==> src/design/mvtc_pkg.sv <==
// Shared types, codes and constants for the motor valve travel controller.
package mvtc_pkg;

	// Width of the held close time; now_seconds is cut or zero-extended to it.
	localparam int TIME_BITS = 32;

	localparam int NOW_BITS     = 32;
	localparam int TANK_BITS    = 8;
	localparam int CFG_BITS     = 16;
	localparam int CFG_IDX_BITS = 8;

	localparam logic [TANK_BITS-1:0] TANK_FULL_PERCENT = 8'd100;

	localparam logic [CFG_BITS-1:0] TRAVEL_RESET  = 16'd60;
	localparam logic [CFG_BITS-1:0] LOCKOUT_RESET = 16'd300;

	// Configuration register indexes.
	localparam logic [CFG_IDX_BITS-1:0] REG_TRAVEL  = 8'd0;
	localparam logic [CFG_IDX_BITS-1:0] REG_LOCKOUT = 8'd1;

	// Item kinds.
	localparam logic KIND_COMMAND = 1'b0;
	localparam logic KIND_TICK    = 1'b1;

	typedef enum logic [1:0] {
		MODE_CLOSED  = 2'd0,
		MODE_OPENING = 2'd1,
		MODE_OPEN    = 2'd2,
		MODE_CLOSING = 2'd3
	} mode_t;

	typedef enum logic [1:0] {
		DRIVE_OFF   = 2'd0,
		DRIVE_OPEN  = 2'd1,
		DRIVE_CLOSE = 2'd2
	} drive_t;

	typedef enum logic [1:0] {
		REFUSE_NONE      = 2'd0,
		REFUSE_LOCKOUT   = 2'd1,
		REFUSE_TANK_FULL = 2'd2
	} refuse_t;

	typedef struct packed {
		logic                 kind;
		logic                 open_request;
		logic [NOW_BITS-1:0]  now_seconds;
		logic [TANK_BITS-1:0] tank_percent;
	} item_t;

	typedef struct packed {
		logic [CFG_BITS-1:0] travel_seconds;
		logic [CFG_BITS-1:0] reopen_lockout_seconds;
	} cfg_t;

	typedef struct packed {
		logic [1:0] motor_drive;
		logic [1:0] valve_status;
		logic [1:0] refused;
	} result_t;

endpackage

==> src/design/motor_valve_travel_controller.sv <==
// Top level: input stage, valve state machine, result register, config port.
//
//  channel | direction | handshake             | payload
//  --------+-----------+-----------------------+--------------------------------------
//  in      | sink      | in_valid / in_stall   | kind, open_request, now_seconds,
//          |           |                       | tank_percent
//  out     | source    | out_valid / out_stall | motor_drive, valve_status, refused
//  cfg     | sink      | cfg_valid / cfg_ready | cfg_index, cfg_data
//
// Each item passes through the input register and then the result register before
// it can transfer out. One item per cycle is sustained while out_stall is low; the
// valve state updates as an item moves from the input register to the result
// register, so the next item in the input register sees it with no bubble.
// Reset clears valid bits, valve state (closed, no travel, close time zero) and
// loads travel 60 s, lockout 300 s. in_stall rises only when the input register
// is full and the result register is held by out_stall. cfg_ready is always high.
module motor_valve_travel_controller (
	input  logic                                clk,
	input  logic                                arst_n,

	input  logic                                in_valid,
	output logic                                in_stall,
	input  logic                                kind,
	input  logic                                open_request,
	input  logic [mvtc_pkg::NOW_BITS-1:0]       now_seconds,
	input  logic [mvtc_pkg::TANK_BITS-1:0]      tank_percent,

	output logic                                out_valid,
	input  logic                                out_stall,
	output logic [1:0]                          motor_drive,
	output logic [1:0]                          valve_status,
	output logic [1:0]                          refused,

	input  logic                                cfg_valid,
	output logic                                cfg_ready,
	input  logic [mvtc_pkg::CFG_IDX_BITS-1:0]   cfg_index,
	input  logic [mvtc_pkg::CFG_BITS-1:0]       cfg_data
);

	logic              valid_s1;
	mvtc_pkg::item_t   item_s1;
	logic              valid_s2;
	mvtc_pkg::result_t result_s2;

	mvtc_pkg::cfg_t    cfg;
	mvtc_pkg::result_t result;
	logic              advance;
	logic              in_xfer;

	assign cfg_ready = 1'b1;

	mvtc_cfg_regs u_cfg (
		.clk      (clk),
		.arst_n   (arst_n),
		.wr_en    (cfg_valid && cfg_ready),
		.wr_index (cfg_index),
		.wr_data  (cfg_data),
		.cfg      (cfg)
	);

	// stage 1 item moves on when the result register is empty or being drained
	assign advance  = valid_s1 && (!valid_s2 || !out_stall);
	assign in_stall = valid_s1 && !advance;
	assign in_xfer  = in_valid && !in_stall;

	mvtc_valve_fsm u_fsm (
		.clk    (clk),
		.arst_n (arst_n),
		.step   (advance),
		.item   (item_s1),
		.cfg    (cfg),
		.result (result)
	);

	// valid bits
	always_ff @(posedge clk or negedge arst_n) begin
		if (!arst_n) begin
			valid_s1 <= 1'b0;
			valid_s2 <= 1'b0;
		end else begin
			if (in_xfer) begin
				valid_s1 <= 1'b1;
			end else if (advance) begin
				valid_s1 <= 1'b0;
			end
			if (advance) begin
				valid_s2 <= 1'b1;
			end else if (!out_stall) begin
				valid_s2 <= 1'b0;
			end
		end
	end

	// payload registers, no reset
	always_ff @(posedge clk) begin
		if (in_xfer) begin
			item_s1.kind         <= kind;
			item_s1.open_request <= open_request;
			item_s1.now_seconds  <= now_seconds;
			item_s1.tank_percent <= tank_percent;
		end
		if (advance) begin
			result_s2 <= result;
		end
	end

	assign out_valid    = valid_s2;
	assign motor_drive  = result_s2.motor_drive;
	assign valve_status = result_s2.valve_status;
	assign refused      = result_s2.refused;

	// a held result must not be overwritten
	a_no_overwrite: assert property (@(posedge clk) disable iff (!arst_n)
		(valid_s2 && out_stall) |-> !advance)
		else $error("result register overwritten while stalled");

	// a stalled stage 1 item is kept for the next cycle
	a_s1_keep: assert property (@(posedge clk) disable iff (!arst_n)
		(valid_s1 && !advance) |=> valid_s1)
		else $error("stage 1 item lost");

	// every item that leaves stage 1 shows up as a result
	a_s2_fill: assert property (@(posedge clk) disable iff (!arst_n)
		advance |=> valid_s2)
		else $error("advanced item missing from result register");

endmodule

==> src/design/mvtc_cfg_regs.sv <==
// Configuration registers: travel time and reopen lockout.
module mvtc_cfg_regs (
	input  logic                               clk,
	input  logic                               arst_n,
	input  logic                               wr_en,
	input  logic [mvtc_pkg::CFG_IDX_BITS-1:0]  wr_index,
	input  logic [mvtc_pkg::CFG_BITS-1:0]      wr_data,
	output mvtc_pkg::cfg_t                     cfg
);

	logic [mvtc_pkg::CFG_BITS-1:0] travel_q;
	logic [mvtc_pkg::CFG_BITS-1:0] lockout_q;

	always_ff @(posedge clk or negedge arst_n) begin
		if (!arst_n) begin
			travel_q  <= mvtc_pkg::TRAVEL_RESET;
			lockout_q <= mvtc_pkg::LOCKOUT_RESET;
		end else if (wr_en) begin
			// unknown indexes are dropped
			if (wr_index == mvtc_pkg::REG_TRAVEL) begin
				travel_q <= wr_data;
			end
			if (wr_index == mvtc_pkg::REG_LOCKOUT) begin
				lockout_q <= wr_data;
			end
		end
	end

	assign cfg.travel_seconds         = travel_q;
	assign cfg.reopen_lockout_seconds = lockout_q;

endmodule

==> src/design/mvtc_valve_fsm.sv <==
// Valve mode state machine with travel counter and lockout check.
module mvtc_valve_fsm (
	input  logic              clk,
	input  logic              arst_n,
	input  logic              step,
	input  mvtc_pkg::item_t   item,
	input  mvtc_pkg::cfg_t    cfg,
	output mvtc_pkg::result_t result
);

	mvtc_pkg::mode_t                     mode_q, mode_d;
	logic [mvtc_pkg::CFG_BITS-1:0]       travel_q, travel_d;
	logic [mvtc_pkg::TIME_BITS-1:0]      last_close_q, last_close_d;

	logic [mvtc_pkg::TIME_BITS-1:0]      now;
	logic [mvtc_pkg::TIME_BITS:0]        since_close;
	logic                                shut;
	logic                                moving;
	logic                                locked;
	logic                                tank_full;
	logic                                is_tick;

	assign now         = mvtc_pkg::TIME_BITS'(item.now_seconds);
	// extra top bit is the borrow: set when now is before the last close
	assign since_close = {1'b0, now} - {1'b0, last_close_q};
	assign locked      = since_close[mvtc_pkg::TIME_BITS]
		|| (since_close[mvtc_pkg::TIME_BITS-1:0]
			< mvtc_pkg::TIME_BITS'(cfg.reopen_lockout_seconds));
	assign tank_full   = item.tank_percent >= mvtc_pkg::TANK_FULL_PERCENT;
	assign shut        = mode_q inside {mvtc_pkg::MODE_CLOSED, mvtc_pkg::MODE_CLOSING};
	assign moving      = mode_q inside {mvtc_pkg::MODE_OPENING, mvtc_pkg::MODE_CLOSING};
	assign is_tick     = item.kind == mvtc_pkg::KIND_TICK;

	// next state
	always_comb begin
		mode_d       = mode_q;
		travel_d     = travel_q;
		last_close_d = last_close_q;
		if (step) begin
			if (is_tick) begin
				if (moving) begin
					if (travel_q <= mvtc_pkg::CFG_BITS'(1)) begin
						travel_d = '0;
						mode_d   = (mode_q == mvtc_pkg::MODE_OPENING)
							? mvtc_pkg::MODE_OPEN : mvtc_pkg::MODE_CLOSED;
					end else begin
						travel_d = travel_q - mvtc_pkg::CFG_BITS'(1);
					end
				end
			end else if (item.open_request) begin
				if (shut && !locked && !tank_full) begin
					mode_d   = mvtc_pkg::MODE_OPENING;
					travel_d = cfg.travel_seconds;
				end
			end else if (!shut) begin
				last_close_d = now;
				mode_d       = mvtc_pkg::MODE_CLOSING;
				travel_d     = cfg.travel_seconds;
			end
		end
	end

	// result of the item being processed
	always_comb begin
		result.valve_status = mode_d;
		case (mode_d)
			mvtc_pkg::MODE_OPENING: result.motor_drive = mvtc_pkg::DRIVE_OPEN;
			mvtc_pkg::MODE_CLOSING: result.motor_drive = mvtc_pkg::DRIVE_CLOSE;
			default:                result.motor_drive = mvtc_pkg::DRIVE_OFF;
		endcase
		result.refused = mvtc_pkg::REFUSE_NONE;
		if (!is_tick && item.open_request) begin
			if (shut && locked) begin
				result.refused = mvtc_pkg::REFUSE_LOCKOUT;
			end else if (tank_full) begin
				result.refused = mvtc_pkg::REFUSE_TANK_FULL;
			end
		end
	end

	always_ff @(posedge clk or negedge arst_n) begin
		if (!arst_n) begin
			mode_q       <= mvtc_pkg::MODE_CLOSED;
			travel_q     <= '0;
			last_close_q <= '0;
		end else begin
			mode_q       <= mode_d;
			travel_q     <= travel_d;
			last_close_q <= last_close_d;
		end
	end

	// at rest the travel count is always spent
	a_rest_no_travel: assert property (@(posedge clk) disable iff (!arst_n)
		(mode_q == mvtc_pkg::MODE_OPEN || mode_q == mvtc_pkg::MODE_CLOSED)
		|-> travel_q == '0)
		else $error("travel count left while valve at rest");

	// close time only moves on a close command that starts closing
	a_close_time: assert property (@(posedge clk) disable iff (!arst_n)
		!(step && !is_tick && !item.open_request && !shut) |=> $stable(last_close_q))
		else $error("close time changed without accepted close");

	// a tick never disturbs a valve at rest
	a_tick_at_rest: assert property (@(posedge clk) disable iff (!arst_n)
		(step && is_tick && !moving) |=> $stable(mode_q))
		else $error("tick moved a valve at rest");

	// a refused open leaves the mode alone
	a_refuse_hold: assert property (@(posedge clk) disable iff (!arst_n)
		(step && result.refused != mvtc_pkg::REFUSE_NONE) |=> $stable(mode_q))
		else $error("refused command changed valve mode");

endmodule
==> config.mk <==
export PLATFORM = sky130hd
export DESIGN_NAME = motor_valve_travel_controller
export DESIGN_NICKNAME = d
export VERILOG_FILES = /design/src/design/mvtc_pkg.sv /design/src/design/motor_valve_travel_controller.sv /design/src/design/mvtc_cfg_regs.sv /design/src/design/mvtc_valve_fsm.sv
export SDC_FILE = /design/constraint.sdc
export NUM_CORES = 1
export LEC_CHECK = 0
export BUFFER_PORTS_ARGS = -buffer_cell sky130_fd_sc_hd__buf_2
export CAP_MARGIN = 20
export CORE_ASPECT_RATIO = 1.75
export CORE_MARGIN = 1
export CORE_UTILIZATION = 41
export CTS_CLUSTER_DIAMETER = 40
export DETAILED_ROUTE_END_ITERATION = 7
export SYNTH_ARGS = -nofsm -noshare
export SYNTH_HDL_FRONTEND = slang
export SYNTH_SLANG_ARGS = --single-unit
==> constraint.sdc <==
create_clock -name clk -period 6.18 [get_ports clk]
set_input_delay 0.927 -clock clk [delete_from_list [all_inputs] [get_ports clk]]
set_output_delay 0.927 -clock clk [all_outputs]
set_load 0.02 [all_outputs]
**After elaboration in Yosys (flattened, before gate mapping)**

Cells that the tools add are included.

- Flip-flop bits (word level): 132
- Bits of input ports: 71
- Output and inout port bits: 9
- Logic and storage cells: 80

- $add $sub $neg: 2
- $lt $le $gt $ge: 3
- Equality and inequality tests: 9
- Mux-type cells: 21
- Bitwise gates (word level): 4
- Reduce and logical (&&, ||, !) cells: 26

Operators by type and width:

| cell | number |
|---|---|
| $mux W16 | 6 |
| $sub A32 B32 Y33 | 1 |
| $lt A32 B16 Y1 | 1 |
| $mux W2 | 9 |
| $le A16 B1 Y1 const B | 1 |
| $sub A16 B1 Y16 const B | 1 |
| $eq A8 B1 Y1 const B | 1 |
| $ge A8 B7 Y1 const B | 1 |
| $logic_not A8 Y1 | 1 |
| $reduce_and A4 Y1 | 2 |
| $logic_and A1 B1 Y1 | 7 |
| $logic_not A1 Y1 | 7 |
| $reduce_bool A2 Y1 | 3 |
| $mux W1 | 5 |
| $eq A2 B1 Y1 const B | 2 |
| $eq A2 B2 Y1 const B | 2 |
| $ne A2 B1 Y1 const B | 2 |
| $not A1 Y1 | 4 |
| $pmux W2 S2 | 1 |
| $reduce_and A2 Y1 | 2 |
| $ne A3 B1 Y1 const B | 1 |
| $ne A3 B3 Y1 const B | 1 |
| $logic_not A2 Y1 | 1 |
| $logic_or A1 B1 Y1 | 2 |
| $reduce_or A2 Y1 | 1 |

**Logic depth before layout (Yosys ltp)**

- Depth in word-level cells: 12
- Gate-level depth with buffers: 23
- Depth with buffers taken out: 22

**Hierarchy**

A second synthesis with hierarchy kept.

- Cells, all modules: 797
- Area, all modules: 7895.1 µm²

Modules (own cells, without submodules):

| module | times used | cells each | area an instance (µm²) | seq. area each (µm²) |
|---|---|---|---|---|
| mvtc_valve_fsm | 1 | 667 | 5061.1 | 1251.2 |
| motor_valve_travel_controller | 1 | 58 | 1545.2 | 1491.4 |
| mvtc_cfg_regs | 1 | 72 | 1288.7 | 810.8 |

**Worst setup path before layout**

No wires, ideal clock.

- Path kind: register -> register
- Start: reg item_s1[11] (netlist name)
- End: reg u_fsm.travel_q[0] (netlist name)
- Library setup time: 0.125 ns
- Data arrival time: 4.696 ns
- Data required time: 6.055 ns
- Slack: 1.359 ns
- Cell stages (with the launch flop): 20
- Path buffers: 0
- Clock period less this slack: 4.821 ns
- Cell sequence: edfxtp_1 ha_1 a21o_1 a21oi_1 a21oi_1 o31ai_1 nand2_1 xor2_1 ha_1 a21oi_1 o21ai_0 a211oi_2 o31ai_1 or4_4 a2111oi_4 nand4_2 nor4_4 a31oi_4 o21ai_4 mux2_4

- Cells in the longest elaborated chain, start to end: 8

RTL lines:

| what | RTL line | text |
|---|---|---|
| start, declared | motor_valve_travel_controller.sv:41 | `mvtc_pkg::item_t item_s1;` |
| $sub A32 B32 Y33 * | mvtc_valve_fsm.sv:25 | `assign since_close = {1'b0, now} - {1'b0, last_close_q};` |
| $lt A32 B16 Y1 | mvtc_valve_fsm.sv:28 | `< mvtc_pkg::TIME_BITS'(cfg.reopen_lockout_seconds));` |
| $logic_or A1 B1 Y1 * | mvtc_valve_fsm.sv:27 | `\|\| (since_close[mvtc_pkg::TIME_BITS-1:0]` |
| $logic_not A1 Y1 * | mvtc_valve_fsm.sv:51 | `if (shut && !locked && !tank_full) begin` |
| $logic_and A1 B1 Y1 * (2 in series) | mvtc_valve_fsm.sv:51 |  |
| $ne A3 B1 Y1 (no line) * | - |  |
| $reduce_and A4 Y1 (no line) * | - |  |
| end signal, assigned | mvtc_valve_fsm.sv:88 | `travel_q <= travel_d;` |
| end, declared | mvtc_valve_fsm.sv:12 | `logic [mvtc_pkg::CFG_BITS-1:0] travel_q, travel_d;` |

Every way passes the cells marked *; elsewhere a longest branch is shown, timed or not.
A chain may end at the register's enable or synchronous reset.

**Final worst setup path**

- Start: reg item_s1[9] (netlist name)
- End: reg u_fsm.travel_q[14] (netlist name)

Same word-level chain as after synthesis.

==> implementation parameters <==
Parameter                              Value

Outcome
  Outcome ... complete, no violations

Worst setup path
  CP Capture Point ... u_fsm.travel_q[14]
  Cell-by-cell trace of the critical path ... ha_1 -> nor2b_1 -> o2111ai_1 -> a21oi_1 -> o31ai_1 -> nand2_1 -> xor2_1 -> ha_1 -> a21oi_1 -> o21ai_0 -> a211oi_2 -> o31ai_1 -> or4_4 -> a2111oi_4 -> nand4_2 -> nor4_4 -> a31oi_4 -> o21ai_4 -> buf_4 -> o2bb2ai_1
  Depth of the critical timing path with buffers and inverters included ... 20
  Biggest cell delay along the critical path ... 590 ps
  Minimum setup slack among reg-to-reg paths ... 400 ps
  Arrival time at the worst endpoint ... 6090 ps
  Critical Path Start ... item_s1[9]
  Crit path max-delay cell type ... o31ai_1
  RR Startpoint ... item_s1[9]
  Startpoint Class ... register
  RR Endpoint ... u_fsm.travel_q[14]
  Dominant delay contributor by cell family on the critical path ... compound AO/OA/AOI/OAI gates
  Critical path capture point type ... register
  Peak fanout along the critical path ... 14
  Combined buffer and inverter count along the critical path ... 1
  Category of the critical setup timing path ... reg -> reg
  Length in cells of the worst reg-to-reg path ... 20
  Required arrival time at the worst endpoint ... 6490 ps

Yosys
  Average cell area after synthesis ... 10.5 sq um
  Synthesized area ... 7860 sq um
  Async set-reset flop share out of synthesis ... 0.646
  Sequential area share after synthesis ... 0.445
  Dominant cell type by area after synthesis ... dfrtp_1
  Biggest area contributors in the synthesized netlist ... dfrtp_1 (24%), edfxtp_1 (18%), mux2_2 (9.0%), ha_1 (8.3%), a21oi_1 (3.2%)
  Total of flip-flops plus latches after synthesis ... 130
  Gate count after technology mapping ... 751
  Synth Net Count ... 875
  Distinct cell type count of the synthesized netlist ... 74
  Number of flops mapped to enable cells by yosys ... 46
  Top cell type's share of synthesized area ... 0.242
  Prevailing post-synth register cell ... dfrtp_1
  Yosys Warn Count ... 0

Clocking
  Cts hold-fix bufs ... 0
  Setup Buffers After CTS ... 0
  Clock tree from TritonCTS ... built
  Cell at the root of the clock tree ... clkbuf_16
  Largest buffer count on any clock path ... 2
  Number of buffers added by the clock tree synthesis step ... 17
  Max H-tree Level ... 4
  Clock-pin transition on the worst setup and hold timing paths ... ~60 ps
  CTS sink count ... 130
  Resize count post-CTS ... 0
  Skew-Pair Late Insertion Delay ... 430 ps

STA
  Actual transition at the worst max-transition pin ... 998 ps
  Layout Skew ... ~9.4 ps
  Minimum period implied by the final worst setup slack ... 5780 ps
  Fin. Hold Viols ... 0
  Maximum clock frequency ... 0.173 GHz
  Remaining max-slew budget at the tightest pin ... 0.334
  Number of max-slew violations in the final report ... 0
  Final count of negative-setup-slack endpoints ... 0
  Worst hold margin ... about 420 ps
  Worst setup margin ... 397 ps
  RSZ-0062 raised after global routing ... no
  Final period utilization ... 0.936
  Setup TNS ... 0 ps

Power
  Worst-case vdd ir drop ... 0.225 mV
  Cell area power density ... 480 nW/um^2
  Total power ... 4320 uW
  Part of the total power dissipated in the clock network ... 0.231
  Internal power ... 2550 uW
  Sequential share of power ... 0.278
  Static Leakage ... 0.00389 uW
  Switching Share ... 0.409
  Comb pwr share ... 0.491
  Net switching power ... 1770 uW

Layout
  Final core occ ... 0.482
  Footprint of the multi-input gates ... 3960 sq um
  Diode insertion count for antenna repair ... 0
  Number of fill cells ... 1,805
  FF+latch area ... 3490 sq um
  Fraction of layout cells with a size suffix above 1 ... 0.245
  Area grow syn2layout ... 14.5%
  Final Net Count ... 944

Floorplanning
  Y dimension of the die ... 185 microns
  Placeable core region ... 18,700 sq um
  Overall die area ... between 15,000 and 20,000 sq um
  I/O pin cnt ... 80
  Die boundary width ... 107 microns
  Starting density of the core ... 0.421
  Row Count ... 66

Detailed routing
  Number of violations reported at the end of detailed-routing iteration 0 ... 217
  Number of antenna-violating nets in the routed design ... 0
  Final routed wire length divided by cell count ... 16.9 microns
  DR DRC count ... 0
  Detailed-route vias per instance ... 5.55
  Final routed wirelength across all metal layers ... around 18,000 microns
  Via total after detailed routing ... 5,941
  Number of detailed-route iterations in the first pass ... 5

Placement
  Pre-CTS setup slack ... 406 ps
  Count of buffers from port buffering ... 76
  Gp weighted congestion ... 0.883
  Post-detailed-placement half-perimeter wirelength ... 13,500 microns

Global route
  GR met3 Demand/Resource ... 0.0419
  Number of antenna violations at the first check in global routing ... 0
  Highest-utilization routing layer at the global route stage ... met2
  First-pass GRT wire length ... between 20,000 and 30,000 microns
  Met2 layer usage reported by global route ... 0.356
  Overall routing resource usage ... 0.193
  Maximum number of pins on one net before global-route repair ... 59
  Met1 Track Usage GR ... 0.200
  Vias in the first global route ... 5,722
  Aggregate global routing overflow ... 0

Run
  Maximum Capacitance Violations ... 0

Worst hold path
  Worst min path class ... in -> async
## stage by stage
| stage | instances | instance area, sq um |
|---|---|---|
| after global placement | 1039 | 8410 |
| after detailed placement | 1039 | 8410 |
| final | 1071 | 9000 |
| after floorplan | 751 | 7860 |
| after global routing | 1071 | 9000 |
| after CTS | 1071 | 9000 |
## synthesized netlist by cell type, drive strengths merged, types with 8 or more instances
library cell	count
inv	62
buf	15
ha	52
mux2	65
o221ai	10
o211ai	8
dfstp	8
o21ai	29
edfxtp	46
nor3	24
xnor2	9
a211oi	8
o21a	13
dfrtp	76
nand4	19
a21oi	52
nand2b	9
a21o	18
nor2	38
nand2	56
clkbuf	16
o2bb2ai	14
nand3	15
## sequential cells by signal, summed over array words and instances, names as in the netlist
| signal | flops |
|---|---|
| item_s1 | 40 |
| u_fsm.last_close_q | 32 |
| u_cfg.lockout_q | 16 |
| u_cfg.travel_q | 16 |
| u_fsm.travel_q | 16 |
| motor_drive | 2 |
| refused | 2 |
| u_fsm.mode_q | 2 |
| valve_status | 2 |
| out_valid | 1 |
| valid_s1 | 1 |
## per-layer routing
layer	share of wire	wire, microns
met2	0.55	9960
met1	0.38	6860
met4	0.037	675
met5	0	0
met3	0.032	576
## cells in the final DEF (no fill, tap or decap), types with 15 or more instances in the layout
cell       count
inv_1         61
nand3_1       15
a21o_1        17
o21ai_0       23
a21oi_1       51
nor2_1        37
nand4_1       18
edfxtp_1      46
clkbuf_16     19
nor3_1        24
ha_1          52
mux2_2        63
dfrtp_1       76
nand2_1       55
buf_2         75
## how the worst min path moves through the flow
stage / endpoint / slack, ps / from / cells after the start
6_report: valid_s1 / 420 / arst_n / 1
5_1_grt: u_fsm.last_close_q[9] / 440 / arst_n / 1
2_1_floorplan: u_fsm.travel_q[8] / 450 / u_fsm.travel_q[8] / 1
3_3_place_gp: out_valid / 470 / valid_s1 / 1
4_1_cts: valid_s1 / 420 / arst_n / 1
3_5_place_dp: out_valid / 470 / valid_s1 / 1
## final cells by class
cell class | instances | area share
inverters | 63 | 0.0263
clock buffers | 21 | 0.0548
multi-input cells | 527 | 0.440
flip-flops and latches | 130 | 0.388
well taps | 238 | 0.0331
repair buffers | 81 | 0.0467
clock inverters | 11 | 0.0107
## kinds of logic (layout without fill, tap and decap cells)
| kind of cell | Yosys count | after routing | synth area share |
|---|---|---|---|
| AND/OR/NAND/NOR | 196 | 196 | 0.126 |
| flip-flops | 130 | 130 | 0.445 |
| multiplexers | 69 | 69 | 0.0992 |
| adder cells (fa/ha/maj) | 53 | 53 | 0.0853 |
| buffers and inverters | 94 | 176 | 0.0516 |
| XOR/XNOR | 16 | 16 | 0.0178 |
| AO/OA/AOI/OAI | 192 | 192 | 0.175 |
| other | 1 | 1 | 0.000477 |
## power by group through the flow
stage / clock network, uW / registers (uW) / logic [uW]
final: 999 / 1200 / 2120
after global routing: 1070 / 1220 / 2360
after CTS: 1030 / 1200 / 2120
after detailed placement: 0 / 1210 / 2110
after global placement: 0 / 1210 / 2080
after floorplan: 0 / 1190 / 1650
Power figures use the tool's default switching activity.
